### config.mk
export PLATFORM = sky130hd
export DESIGN_NAME = door_lock_command_controller
export DESIGN_NICKNAME = d
export VERILOG_FILES = /design/src/design/dlcc_pkg.sv /design/src/design/dlcc_cfg_regs.sv /design/src/design/dlcc_core.sv /design/src/design/dlcc_out_fifo.sv /design/src/design/door_lock_command_controller.sv
export VERILOG_INCLUDE_DIRS = /design/src /design/src/design
export SDC_FILE = /design/constraint.sdc
export NUM_CORES = 1
export LEC_CHECK = 0
export BUFFER_PORTS_ARGS = -buffer_cell sky130_fd_sc_hd__clkbuf_2
export CAP_MARGIN = 5
export CORE_MARGIN = 2
export CORE_UTILIZATION = 40
export DETAILED_ROUTE_END_ITERATION = 16
export GPL_TIMING_DRIVEN = 0
export REMOVE_ABC_BUFFERS = 1
export SYNTH_ARGS = -nofsm -noshare
export SYNTH_HDL_FRONTEND = slang
export SYNTH_SLANG_ARGS = --single-unit
### constraint.sdc
create_clock -name clk -period 5.95 [get_ports clk]
set_input_delay 1.19 -clock clk [delete_from_list [all_inputs] [get_ports clk]]
set_output_delay 1.19 -clock clk [all_outputs]
set_load 0.01 [all_outputs]
### src/design/door_lock_command_controller_assert.svh
// Assertion macros shared by the door lock command controller modules.
// No dependencies; included by the files that carry concurrent checks.
`ifndef DOOR_LOCK_COMMAND_CONTROLLER_ASSERT_SVH
`define DOOR_LOCK_COMMAND_CONTROLLER_ASSERT_SVH

// Same-cycle implication, disabled while reset is asserted.
`define DLCC_ASSERT_IMP(lbl, clk, rst_n, ante, cons, msg) \
  lbl: assert property (@(posedge clk) disable iff (!rst_n) (ante) |-> (cons)) \
    else $error(msg);

// Next-cycle implication, disabled while reset is asserted.
`define DLCC_ASSERT_NXT(lbl, clk, rst_n, ante, cons, msg) \
  lbl: assert property (@(posedge clk) disable iff (!rst_n) (ante) |=> (cons)) \
    else $error(msg);

`endif

### src/design/dlcc_pkg.sv
// Package for the door lock command controller: phases, command codes,
// register indexes and the config, result and push structs. No dependencies.
`default_nettype none

package dlcc_pkg;

  // Controller phases
  typedef enum logic [3:0] {
    PH_WAIT_MC1    = 4'd0,
    PH_WAIT_SAVE   = 4'd1,
    PH_SAVE_DIGIT  = 4'd2,
    PH_IDLE        = 4'd3,
    PH_WAIT_CHECK  = 4'd4,
    PH_CHECK_DIGIT = 4'd5,
    PH_UNLOCK      = 4'd6,
    PH_HOLD        = 4'd7,
    PH_RELOCK      = 4'd8,
    PH_ALARM       = 4'd9
  } phase_t;

  // Command and reply bytes
  localparam logic [7:0] C_NONE      = 8'h00;
  localparam logic [7:0] C_MC1_READY = 8'h10;
  localparam logic [7:0] C_READY     = 8'h20;
  localparam logic [7:0] C_CHANGE    = 8'hA0;
  localparam logic [7:0] C_SAVE      = 8'hA1;
  localparam logic [7:0] C_END_SAVE  = 8'hA2;
  localparam logic [7:0] C_CHECK     = 8'hA3;
  localparam logic [7:0] C_UNLOCK    = 8'hA4;
  localparam logic [7:0] C_BUZZER    = 8'hA5;
  localparam logic [7:0] C_PASSWORD  = 8'hA6;
  localparam logic [7:0] C_MATCH     = 8'hA7;
  localparam logic [7:0] C_NO_MATCH  = 8'hA8;

  // Configuration register indexes
  localparam int unsigned CFG_IDX_W = 3;
  localparam logic [CFG_IDX_W-1:0] REG_UNLOCK = 3'd0;
  localparam logic [CFG_IDX_W-1:0] REG_HOLD   = 3'd1;
  localparam logic [CFG_IDX_W-1:0] REG_RELOCK = 3'd2;
  localparam logic [CFG_IDX_W-1:0] REG_ALARM  = 3'd3;
  localparam logic [CFG_IDX_W-1:0] REG_DUTY   = 3'd4;

  // Motor direction codes and duty ceiling
  localparam logic [1:0] DIR_STOP = 2'd0;
  localparam logic [1:0] DIR_CW   = 2'd1;
  localparam logic [1:0] DIR_CCW  = 2'd2;
  localparam logic [6:0] DUTY_MAX = 7'd100;

  // Output queue geometry
  localparam int unsigned FIFO_DEPTH = 4;
  localparam int unsigned PTR_W      = 2;
  localparam int unsigned CNT_W      = 3;

  typedef struct packed {
    logic [7:0] unlock_s;
    logic [7:0] hold_s;
    logic [7:0] relock_s;
    logic [7:0] alarm_s;
    logic [6:0] duty;
  } cfg_t;

  typedef struct packed {
    logic       tx_valid;
    logic [7:0] tx_byte;
    logic [1:0] motor_dir;
    logic [6:0] motor_drive;
    logic       buzzer_active;
    logic       last_result;
  } res_t;

  // Push request from the core into the output queue
  typedef struct packed {
    logic push;
    logic two;
  } push_t;

endpackage

`default_nettype wire

### src/design/dlcc_cfg_regs.sv
// Configuration registers of the door lock command controller.
// Depends on dlcc_pkg for register indexes and the cfg_t struct.
`default_nettype none

module dlcc_cfg_regs
  import dlcc_pkg::*;
(
  input  wire logic                 clk,
  input  wire logic                 rst_n,
  input  wire logic                 cfg_we,
  input  wire logic [CFG_IDX_W-1:0] cfg_index,
  input  wire logic [7:0]           cfg_wdata,
  output cfg_t                      cfg_o
);

  cfg_t cfg_r;

  // Register writes; unknown indexes are dropped
  always_ff @(posedge clk) begin
    if (!rst_n) begin
      cfg_r.unlock_s <= 8'd15;
      cfg_r.hold_s   <= 8'd3;
      cfg_r.relock_s <= 8'd15;
      cfg_r.alarm_s  <= 8'd60;
      cfg_r.duty     <= 7'd100;
    end else if (cfg_we) begin
      unique case (cfg_index)
        REG_UNLOCK: cfg_r.unlock_s <= cfg_wdata;
        REG_HOLD:   cfg_r.hold_s   <= cfg_wdata;
        REG_RELOCK: cfg_r.relock_s <= cfg_wdata;
        REG_ALARM:  cfg_r.alarm_s  <= cfg_wdata;
        REG_DUTY:   cfg_r.duty     <= cfg_wdata[6:0];
        default: ;
      endcase
    end
  end

  assign cfg_o = cfg_r;

endmodule

`default_nettype wire

### src/design/dlcc_core.sv
// Input stage, phase machine, password store and result formation.
// Depends on dlcc_pkg and the assertion macro header.
`default_nettype none
`include "door_lock_command_controller_assert.svh"

module dlcc_core
  import dlcc_pkg::*;
#(
  parameter int PASSWORD_LENGTH = 5
) (
  input  wire logic       clk,
  input  wire logic       rst_n,
  input  wire logic       in_valid,
  output logic            in_ready,
  input  wire logic       in_mode,
  input  wire logic [7:0] in_rx_byte,
  input  wire cfg_t       cfg_i,
  input  wire logic       can_push_i,
  output push_t           push_o,
  output res_t            res0_o,
  output res_t            res1_o
);

  localparam int IDX_W = (PASSWORD_LENGTH > 1) ? $clog2(PASSWORD_LENGTH) : 1;
  localparam logic [3:0] PW_LEN = 4'(PASSWORD_LENGTH);

  // Input stage
  logic       stg_valid_r;
  logic       stg_mode_r;
  logic [7:0] stg_byte_r;
  logic       fire;

  // Controller state
  phase_t     phase_r, phase_nxt;
  logic [2:0] digit_r, digit_nxt;
  logic       mism_r, mism_nxt;
  logic [7:0] sec_r, sec_nxt;

  logic [7:0] saved_mem [PASSWORD_LENGTH];
  logic [7:0] saved_rd;
  logic       wr_en;

  logic [3:0] digit_inc;
  logic       digit_in_range;
  logic       more_digits;
  logic       mism_chk;
  logic [7:0] sec_inc;
  logic [7:0] limit;
  phase_t     tick_next;
  logic       counting;

  logic       r0_valid;
  logic [7:0] r0_byte;
  logic       r0_last;
  logic       two;
  logic [1:0] dir;
  logic [6:0] drive;
  logic [6:0] duty_sat;
  logic       buzz;

  assign fire     = stg_valid_r && can_push_i;
  assign in_ready = !stg_valid_r || fire;

  always_ff @(posedge clk) begin
    if (!rst_n) begin
      stg_valid_r <= 1'b0;
    end else if (in_ready) begin
      stg_valid_r <= in_valid;
    end
  end

  always_ff @(posedge clk) begin
    if (in_ready && in_valid) begin
      stg_mode_r <= in_mode;
      stg_byte_r <= in_rx_byte;
    end
  end

  // Digit bookkeeping shared by save and check
  assign digit_inc      = {1'b0, digit_r} + 4'd1;
  assign digit_in_range = ({1'b0, digit_r} < PW_LEN);
  assign more_digits    = (digit_inc < PW_LEN);
  assign saved_rd       = saved_mem[digit_r[IDX_W-1:0]];
  assign mism_chk       = mism_r || !digit_in_range ||
                          (digit_in_range && (saved_rd != stg_byte_r));
  assign sec_inc        = sec_r + 8'd1;

  // Tick limit for the counted phases
  always_comb begin
    limit     = cfg_i.alarm_s;
    tick_next = PH_IDLE;
    counting  = 1'b1;
    unique case (phase_r)
      PH_UNLOCK: begin
        limit     = cfg_i.unlock_s;
        tick_next = PH_HOLD;
      end
      PH_HOLD: begin
        limit     = cfg_i.hold_s;
        tick_next = PH_RELOCK;
      end
      PH_RELOCK: begin
        limit     = cfg_i.relock_s;
        tick_next = PH_IDLE;
      end
      PH_ALARM: begin
        limit     = cfg_i.alarm_s;
        tick_next = PH_IDLE;
      end
      default: counting = 1'b0;
    endcase
  end

  // Next state
  always_comb begin
    phase_nxt = phase_r;
    digit_nxt = digit_r;
    mism_nxt  = mism_r;
    sec_nxt   = sec_r;
    wr_en     = 1'b0;
    if (stg_mode_r) begin
      if (counting) begin
        if (sec_inc == limit) begin
          sec_nxt   = 8'd0;
          phase_nxt = tick_next;
        end else begin
          sec_nxt = sec_inc;
        end
      end
    end else begin
      unique case (phase_r)
        PH_WAIT_MC1: begin
          if (stg_byte_r == C_MC1_READY) phase_nxt = PH_WAIT_SAVE;
        end
        PH_WAIT_SAVE: begin
          if (stg_byte_r == C_SAVE) begin
            phase_nxt = PH_SAVE_DIGIT;
            digit_nxt = 3'd0;
          end
        end
        PH_SAVE_DIGIT: begin
          wr_en = digit_in_range;
          if (more_digits) begin
            digit_nxt = digit_inc[2:0];
          end else begin
            digit_nxt = 3'd0;
            phase_nxt = PH_IDLE;
          end
        end
        PH_IDLE: begin
          if (stg_byte_r == C_PASSWORD) begin
            phase_nxt = PH_WAIT_CHECK;
          end else if (stg_byte_r == C_UNLOCK) begin
            phase_nxt = PH_UNLOCK;
            sec_nxt   = 8'd0;
          end else if (stg_byte_r == C_BUZZER) begin
            phase_nxt = PH_ALARM;
            sec_nxt   = 8'd0;
          end else if (stg_byte_r == C_CHANGE) begin
            phase_nxt = PH_WAIT_SAVE;
          end
        end
        PH_WAIT_CHECK: begin
          if (stg_byte_r == C_CHECK) begin
            phase_nxt = PH_CHECK_DIGIT;
            digit_nxt = 3'd0;
            mism_nxt  = 1'b0;
          end
        end
        PH_CHECK_DIGIT: begin
          mism_nxt = mism_chk;
          if (more_digits) begin
            digit_nxt = digit_inc[2:0];
          end else begin
            digit_nxt = 3'd0;
            phase_nxt = PH_IDLE;
          end
        end
        default: ;
      endcase
    end
  end

  // Reply bytes for this item
  always_comb begin
    r0_valid = 1'b0;
    r0_byte  = C_NONE;
    r0_last  = 1'b1;
    two      = 1'b0;
    if (!stg_mode_r) begin
      unique case (phase_r) inside
        PH_WAIT_SAVE, PH_WAIT_CHECK: begin
          if ((phase_r == PH_WAIT_SAVE && stg_byte_r == C_SAVE) ||
              (phase_r == PH_WAIT_CHECK && stg_byte_r == C_CHECK)) begin
            r0_valid = 1'b1;
            r0_byte  = C_READY;
          end
        end
        PH_SAVE_DIGIT: begin
          r0_valid = 1'b1;
          r0_byte  = more_digits ? C_READY : C_END_SAVE;
        end
        PH_CHECK_DIGIT: begin
          r0_valid = 1'b1;
          r0_byte  = mism_chk ? C_NO_MATCH : C_MATCH;
          r0_last  = !more_digits;
          two      = more_digits;
        end
        default: ;
      endcase
    end
  end

  // Motor and buzzer status after this item
  assign duty_sat = (cfg_i.duty > DUTY_MAX) ? DUTY_MAX : cfg_i.duty;
  always_comb begin
    dir   = DIR_STOP;
    drive = 7'd0;
    if (phase_nxt == PH_UNLOCK) begin
      dir   = DIR_CW;
      drive = duty_sat;
    end else if (phase_nxt == PH_RELOCK) begin
      dir   = DIR_CCW;
      drive = duty_sat;
    end
  end
  assign buzz = (phase_nxt == PH_ALARM);

  assign res0_o = '{tx_valid: r0_valid, tx_byte: r0_byte, motor_dir: dir,
                    motor_drive: drive, buzzer_active: buzz, last_result: r0_last};
  assign res1_o = '{tx_valid: 1'b1, tx_byte: C_READY, motor_dir: dir,
                    motor_drive: drive, buzzer_active: buzz, last_result: 1'b1};
  assign push_o = '{push: fire, two: fire && two};

  // State registers
  always_ff @(posedge clk) begin
    if (!rst_n) begin
      phase_r <= PH_WAIT_MC1;
      digit_r <= 3'd0;
      mism_r  <= 1'b0;
      sec_r   <= 8'd0;
    end else if (fire) begin
      phase_r <= phase_nxt;
      digit_r <= digit_nxt;
      mism_r  <= mism_nxt;
      sec_r   <= sec_nxt;
    end
  end

  // Password store
  always_ff @(posedge clk) begin
    if (fire && wr_en) begin
      saved_mem[digit_r[IDX_W-1:0]] <= stg_byte_r;
    end
  end

  `DLCC_ASSERT_IMP(a_two_only_in_check, clk, rst_n, push_o.two, phase_r == PH_CHECK_DIGIT, "two replies outside digit check")
  `DLCC_ASSERT_IMP(a_digit_in_range, clk, rst_n, 1'b1, digit_in_range, "digit index past password length")
  `DLCC_ASSERT_NXT(a_stage_held, clk, rst_n, stg_valid_r && !fire, stg_valid_r && $stable(stg_byte_r), "staged item not held")

endmodule

`default_nettype wire

### src/design/dlcc_out_fifo.sv
// Result queue of the door lock command controller: takes one or two
// results per item, one out per ready cycle. Depends on dlcc_pkg.
`default_nettype none
`include "door_lock_command_controller_assert.svh"

module dlcc_out_fifo
  import dlcc_pkg::*;
(
  input  wire logic  clk,
  input  wire logic  rst_n,
  input  wire push_t push_i,
  input  wire res_t  res0_i,
  input  wire res_t  res1_i,
  output logic       can_push_o,
  output logic       out_valid,
  input  wire logic  out_ready,
  output res_t       out_res_o
);

  localparam logic [CNT_W-1:0] DEPTH_C     = CNT_W'(FIFO_DEPTH);
  localparam logic [CNT_W-1:0] ROOM_TWO    = CNT_W'(FIFO_DEPTH - 2);
  localparam logic [CNT_W-1:0] ROOM_ONE    = CNT_W'(FIFO_DEPTH - 1);

  res_t              mem_r [FIFO_DEPTH];
  logic [PTR_W-1:0]  wr_ptr_r, wr_ptr_nxt;
  logic [PTR_W-1:0]  rd_ptr_r, rd_ptr_nxt;
  logic [CNT_W-1:0]  cnt_r, cnt_nxt;
  logic [CNT_W-1:0]  n_push;
  logic              pop;

  assign pop        = (cnt_r != '0) && out_ready;
  assign out_valid  = (cnt_r != '0);
  assign out_res_o  = mem_r[rd_ptr_r];
  // Room for a worst-case item of two results
  assign can_push_o = (cnt_r <= ROOM_TWO) || ((cnt_r == ROOM_ONE) && pop);

  assign n_push     = push_i.push ? (push_i.two ? CNT_W'(2) : CNT_W'(1)) : '0;
  assign cnt_nxt    = cnt_r + n_push - CNT_W'(pop);
  assign wr_ptr_nxt = wr_ptr_r + n_push[PTR_W-1:0];
  assign rd_ptr_nxt = rd_ptr_r + PTR_W'(pop);

  // Pointers and fill count
  always_ff @(posedge clk) begin
    if (!rst_n) begin
      wr_ptr_r <= '0;
      rd_ptr_r <= '0;
      cnt_r    <= '0;
    end else begin
      wr_ptr_r <= wr_ptr_nxt;
      rd_ptr_r <= rd_ptr_nxt;
      cnt_r    <= cnt_nxt;
    end
  end

  // Entry writes
  always_ff @(posedge clk) begin
    if (push_i.push) begin
      mem_r[wr_ptr_r] <= res0_i;
      if (push_i.two) begin
        mem_r[wr_ptr_r + PTR_W'(1)] <= res1_i;
      end
    end
  end

  `DLCC_ASSERT_IMP(a_cnt_bound, clk, rst_n, 1'b1, cnt_r <= DEPTH_C, "queue count above depth")
  `DLCC_ASSERT_IMP(a_push_has_room, clk, rst_n, push_i.push, can_push_o, "push without room")
  `DLCC_ASSERT_NXT(a_pop_drains, clk, rst_n, pop && !push_i.push, cnt_r == $past(cnt_r) - CNT_W'(1), "pop did not drain")

endmodule

`default_nettype wire

### src/design/door_lock_command_controller.sv
// Door lock command controller, top level.
// Depends on dlcc_pkg, dlcc_cfg_regs, dlcc_core and dlcc_out_fifo.
//
// Input channel (in_valid/in_ready): one item per handshake, either a
// received byte (in_mode 0, in_rx_byte) or a one-second tick (in_mode 1).
// Result channel (out_valid/out_ready): one or two results per item; the
// final one carries out_last_result. Each result holds the reply byte (when
// out_tx_valid) and the motor and buzzer status after the item.
// Config port: cfg_we writes cfg_wdata into register cfg_index (0 unlock,
// 1 hold, 2 relock, 3 alarm seconds, 4 motor duty); write only when idle.
// An item's results pass the input stage register, then the result queue.
// Throughput: one item per cycle while out_ready is high and each item
// yields one result; a digit check that yields two results is bounded by
// the single result port. The four-entry result queue takes an item only
// when it has room for two results, so a stalled receiver backs up into
// in_ready with nothing lost.
// Reset (synchronous, active low) waits for the partner ready byte, clears
// the counters and loads the default register values; the password store
// holds no value until a save sequence completes.
`default_nettype none

module door_lock_command_controller
  import dlcc_pkg::*;
#(
  parameter int PASSWORD_LENGTH = 5
) (
  input  wire logic                 clk,
  input  wire logic                 rst_n,
  input  wire logic                 in_valid,
  output logic                      in_ready,
  input  wire logic                 in_mode,
  input  wire logic [7:0]           in_rx_byte,
  output logic                      out_valid,
  input  wire logic                 out_ready,
  output logic                      out_tx_valid,
  output logic [7:0]                out_tx_byte,
  output logic [1:0]                out_motor_dir,
  output logic [6:0]                out_motor_drive,
  output logic                      out_buzzer_active,
  output logic                      out_last_result,
  input  wire logic                 cfg_we,
  input  wire logic [CFG_IDX_W-1:0] cfg_index,
  input  wire logic [7:0]           cfg_wdata
);

  cfg_t  cfg;
  push_t push;
  res_t  res0;
  res_t  res1;
  res_t  out_res;
  logic  can_push;

  dlcc_cfg_regs u_cfg (
    .clk       (clk),
    .rst_n     (rst_n),
    .cfg_we    (cfg_we),
    .cfg_index (cfg_index),
    .cfg_wdata (cfg_wdata),
    .cfg_o     (cfg)
  );

  dlcc_core #(
    .PASSWORD_LENGTH (PASSWORD_LENGTH)
  ) u_core (
    .clk        (clk),
    .rst_n      (rst_n),
    .in_valid   (in_valid),
    .in_ready   (in_ready),
    .in_mode    (in_mode),
    .in_rx_byte (in_rx_byte),
    .cfg_i      (cfg),
    .can_push_i (can_push),
    .push_o     (push),
    .res0_o     (res0),
    .res1_o     (res1)
  );

  dlcc_out_fifo u_fifo (
    .clk        (clk),
    .rst_n      (rst_n),
    .push_i     (push),
    .res0_i     (res0),
    .res1_i     (res1),
    .can_push_o (can_push),
    .out_valid  (out_valid),
    .out_ready  (out_ready),
    .out_res_o  (out_res)
  );

  assign out_tx_valid      = out_res.tx_valid;
  assign out_tx_byte       = out_res.tx_byte;
  assign out_motor_dir     = out_res.motor_dir;
  assign out_motor_drive   = out_res.motor_drive;
  assign out_buzzer_active = out_res.buzzer_active;
  assign out_last_result   = out_res.last_result;

endmodule

`default_nettype wire
==> summary.md <==
The run finished with clean final reports. The first-pass GRT wire length is 30.8 mm. The critical path goes through mux2_2 > a22oi_1 > a21oi_1 > nand4b_1 > or4_1 > or3_4 > mux2i_1 > nand4_1 > a21oi_1. The number of antenna diodes was 0; the final-layout worst hold slack was 0.452 ns. The area share of the largest cell type after synthesis works out to 32.2%.

Entering global routing, the biggest net connects 32 pins. The final route contains 5964 vias. Summed over all instances, the cell type with the most area after synthesis is edfxtp_1. The synthesized netlist occupies a cell area of 0.00831 mm^2.

The area growth from synthesis to layout is 12.0%. For the number of distinct standard cells referenced by the synthesized netlist, the log shows 69. In the routed layout, each cell is associated on average with a via count of 5.46. The power per standard cell area works out to 315 mW/mm^2. In the synthesized netlist the dominant register cell turns out to be dfxtp_1. For the leakage power of the design, the log shows 3.24 nW. The path type of the worst min-delay path was reg2reg. Counting tap cells, the placed design contains a total of 1059 instances. The final instance area is 0.00931 mm^2, and the arrival time at the worst endpoint is 5.22 ns.

The largest single stage delay on the critical path is 1.13 ns. The largest fanout on the critical path was 31; the transition at the pin with the smallest max-transition slack was 1.22 ns. Summed over all nets, the half-perimeter wirelength after detailed placement is 12.6 mm. Floorplan die width: 148 um. By count the netlist is led by nand2_1, dfxtp_1, edfxtp_1, a21oi_1, nor2_1. Summing the sequential cell areas from Yosys gives 53.9% of the chip area. After clock tree synthesis, the repair step resized 0 gates. The logs give 0 for the number of antenna-violating nets in the routed design and 202 MHz for the fmax. The net count of the finished layout is 843. The cell with the most instances after synthesis was nand2_1. Synthesized area divided by synthesized cell count: 10.5 um^2. The worst-case IR drop observed on VDD is 203 uV.

The TritonCTS buffer count is 17, and the total I/O pin count is 47. The clock period could shrink to 4.96 ns. Excluding fillers, the count of instances in the completed layout stands at 1092. After layout, the worst path uses 83.4% of the clock period.

The vertical die dimension works out to 148 um. The smallest setup slack after layout is 0.989 ns. Grouping stages by cell kind, the critical path spends the most delay in simple AND/OR/NAND/NOR gates.

The critical setup path kind was reg2reg. The via count of the first global-routing pass was 5803. The cell at the root of the clock tree was clkbuf_16. For the initial core utilization, the log shows 40.9%. The number of hold buffers added after CTS is 0. By area the synthesized netlist is led by edfxtp_1, dfxtp_1, mux4_2, nand2_1, a21oi_1.

For this block, the initial DRC count from the detailed router was 426. Setup violations remaining at the end of the flow were counted as 0. The max-slew headroom at the worst pin was 18.7%.

Synthesis inferred 179 register bits. Sort of element at the end of the critical path: a flop. The worst-case clock buffer depth was 2.

The logs give 0.00971 ns for the maximum clock skew at final layout and 0 for the hold violation total from the final report. The core footprint was 0.0203 mm^2; the number of H-tree branching levels was 4. TritonCTS built the clock tree. Setup repair after global routing left no endpoint under its margin. Across the run, the number of max-cap violations was 0. The largest individual stage delay along the critical path comes from the cell dfxtp_1. The kind of start point of the critical path was a flop. The count of buffers inserted at the top-level ports works out to 44. The post-detailed-route wirelength per cell was 17.3 um; the number of sinks on the clock net was 179.

The later pin in the worst-skew pair is clocked with a latency of 0.43 ns. The run gives 0.778 as the global placer's final weighted congestion. For the DRC violation count after routing, the log shows 0. The cell occurring most often along the worst timing path is a21oi_1. The initial antenna violation count is 0, and the global-route usage over all layers is 17.9%.

The floorplan has 52 rows. After clock tree synthesis, the clock-pin slew on the worst setup and hold paths is 0.07 ns. The fraction of synthesis flops using an asynchronous set or reset pin was 0%; the sum of negative setup slack was 0 ns.

The count of flip-flops with a built-in enable after synthesis was 89. The total buffers and inverters traversed by the critical path is 0, and the cell area after placement is 0.00869 mm^2. Synthesis warning total: 0. The number of setup buffers added after CTS was 0.

The die covers 0.0219 mm^2. The share of post-route cells with drive strength above 1 is 14.5%. The first detailed-routing pass took 5 iterations.

For the worst setup path, the data required time is 6.21 ns. For this block, the routed nets add up to 18.9 mm of wire. For the total congestion overflow after global routing, the log shows 0. The cell count after synthesis came out at 790.

The tools report the max-slew violation total from the final report as 0. Before CTS, the worst setup slack after placement is 1.10 ns.
per-layer routing:
layer | share of wire (%) | GRT usage, % | routed length [um] | vias to the layer above
met1 | 47 | 24.8 | 8930 | 2905
met4 | 1.5 | 6.14 | 277 | 0
li1 | - | - | - | 2914
met5 | 0 | 0 | 0 | -
met3 | 3.1 | 2.70 | 592 | 24
met2 | 48 | 28.9 | 9070 | 121
worst paths after layout:
check | end | slack (ns) | from | cells after the start
max | u_fifo.mem_r[1][3] | 0.99 | u_core.phase_r[0] | 9
min | u_fifo.mem_r[1][12] | 0.45 | u_fifo.mem_r[1][12] | 2
max reg2reg | u_fifo.mem_r[1][3] | 0.99 | u_core.phase_r[0] | 9
min reg2reg | u_fifo.mem_r[1][12] | 0.45 | u_fifo.mem_r[1][12] | 2
power by group:
part / internal [mW] / switching (mW)
Clock: 0.597 / 0.526
Combinational: 0.190 / 0.197
Sequential: 1.35 / 0.0672
Total: 2.14 / 0.790
layout make-up:
class	instances	area, um^2
fillers	1936	11000
flip-flops and latches	179	4470
multi-input cells	537	3530
clock buffers	17	425
well taps	270	338
repair buffers	46	268
clock inverters	15	160
inverters	28	105
state kept, by name, indices dropped and copies added (netlist names), named ones only:
| name | cells |
|---|---|
| u_cfg.cfg_o | 39 |
| u_fifo.wr_ptr_r | 2 |
| u_core.mism_r | 1 |
| u_fifo.cnt_r | 3 |
| u_fifo.rd_ptr_r | 2 |
| u_fifo.mem_r | 64 |
| u_core.stg_valid_r | 1 |
| u_core.stg_byte_r | 8 |
| u_core.phase_r | 4 |
| u_core.digit_r | 3 |
| u_core.sec_r | 8 |
| u_core.stg_mode_r | 1 |
| u_core.saved_mem | 40 |
placed cells by master, fill, tap and decap left out, types with 10 or more instances in the layout:
cell	n
a21oi_1	65
and2_1	10
clkbuf_16	17
clkbuf_2	44
dfxtp_1	90
edfxtp_1	89
inv_1	27
mux2i_1	14
mux4_2	24
nand2_1	137
nand3_1	29
nor2_1	51
o21ai_0	22
xnor2_1	13
xor2_1	11
kinds of logic after synthesis:
family	share of synthesized area (%)
AND/OR/NAND/NOR	17.5
flip-flops	53.9
AO/OA/AOI/OAI	12.5
buffers and inverters	3.69
multiplexers	8.47
XOR/XNOR	2.53
adder cells (fa/ha/maj)	1.45
other	0.0451
worst min-delay path, stage by stage (launching register included):
cell,delay [ns]
dfxtp_1,0.33
nand2_1,0.04
o21ai_0,0.05
per-stage QoR:
| stage | utilization (%) | power [mW] |
|---|---|---|
| global placement | 42.7 | 1.81 |
| CTS | 45.7 | 2.93 |
| global route | 45.8 | 3.04 |
| floorplan | - | 1.68 |
| detailed placement | 42.8 | 1.82 |
| finish | 45.8 | 2.93 |
Power figures use the tool's default switching activity.
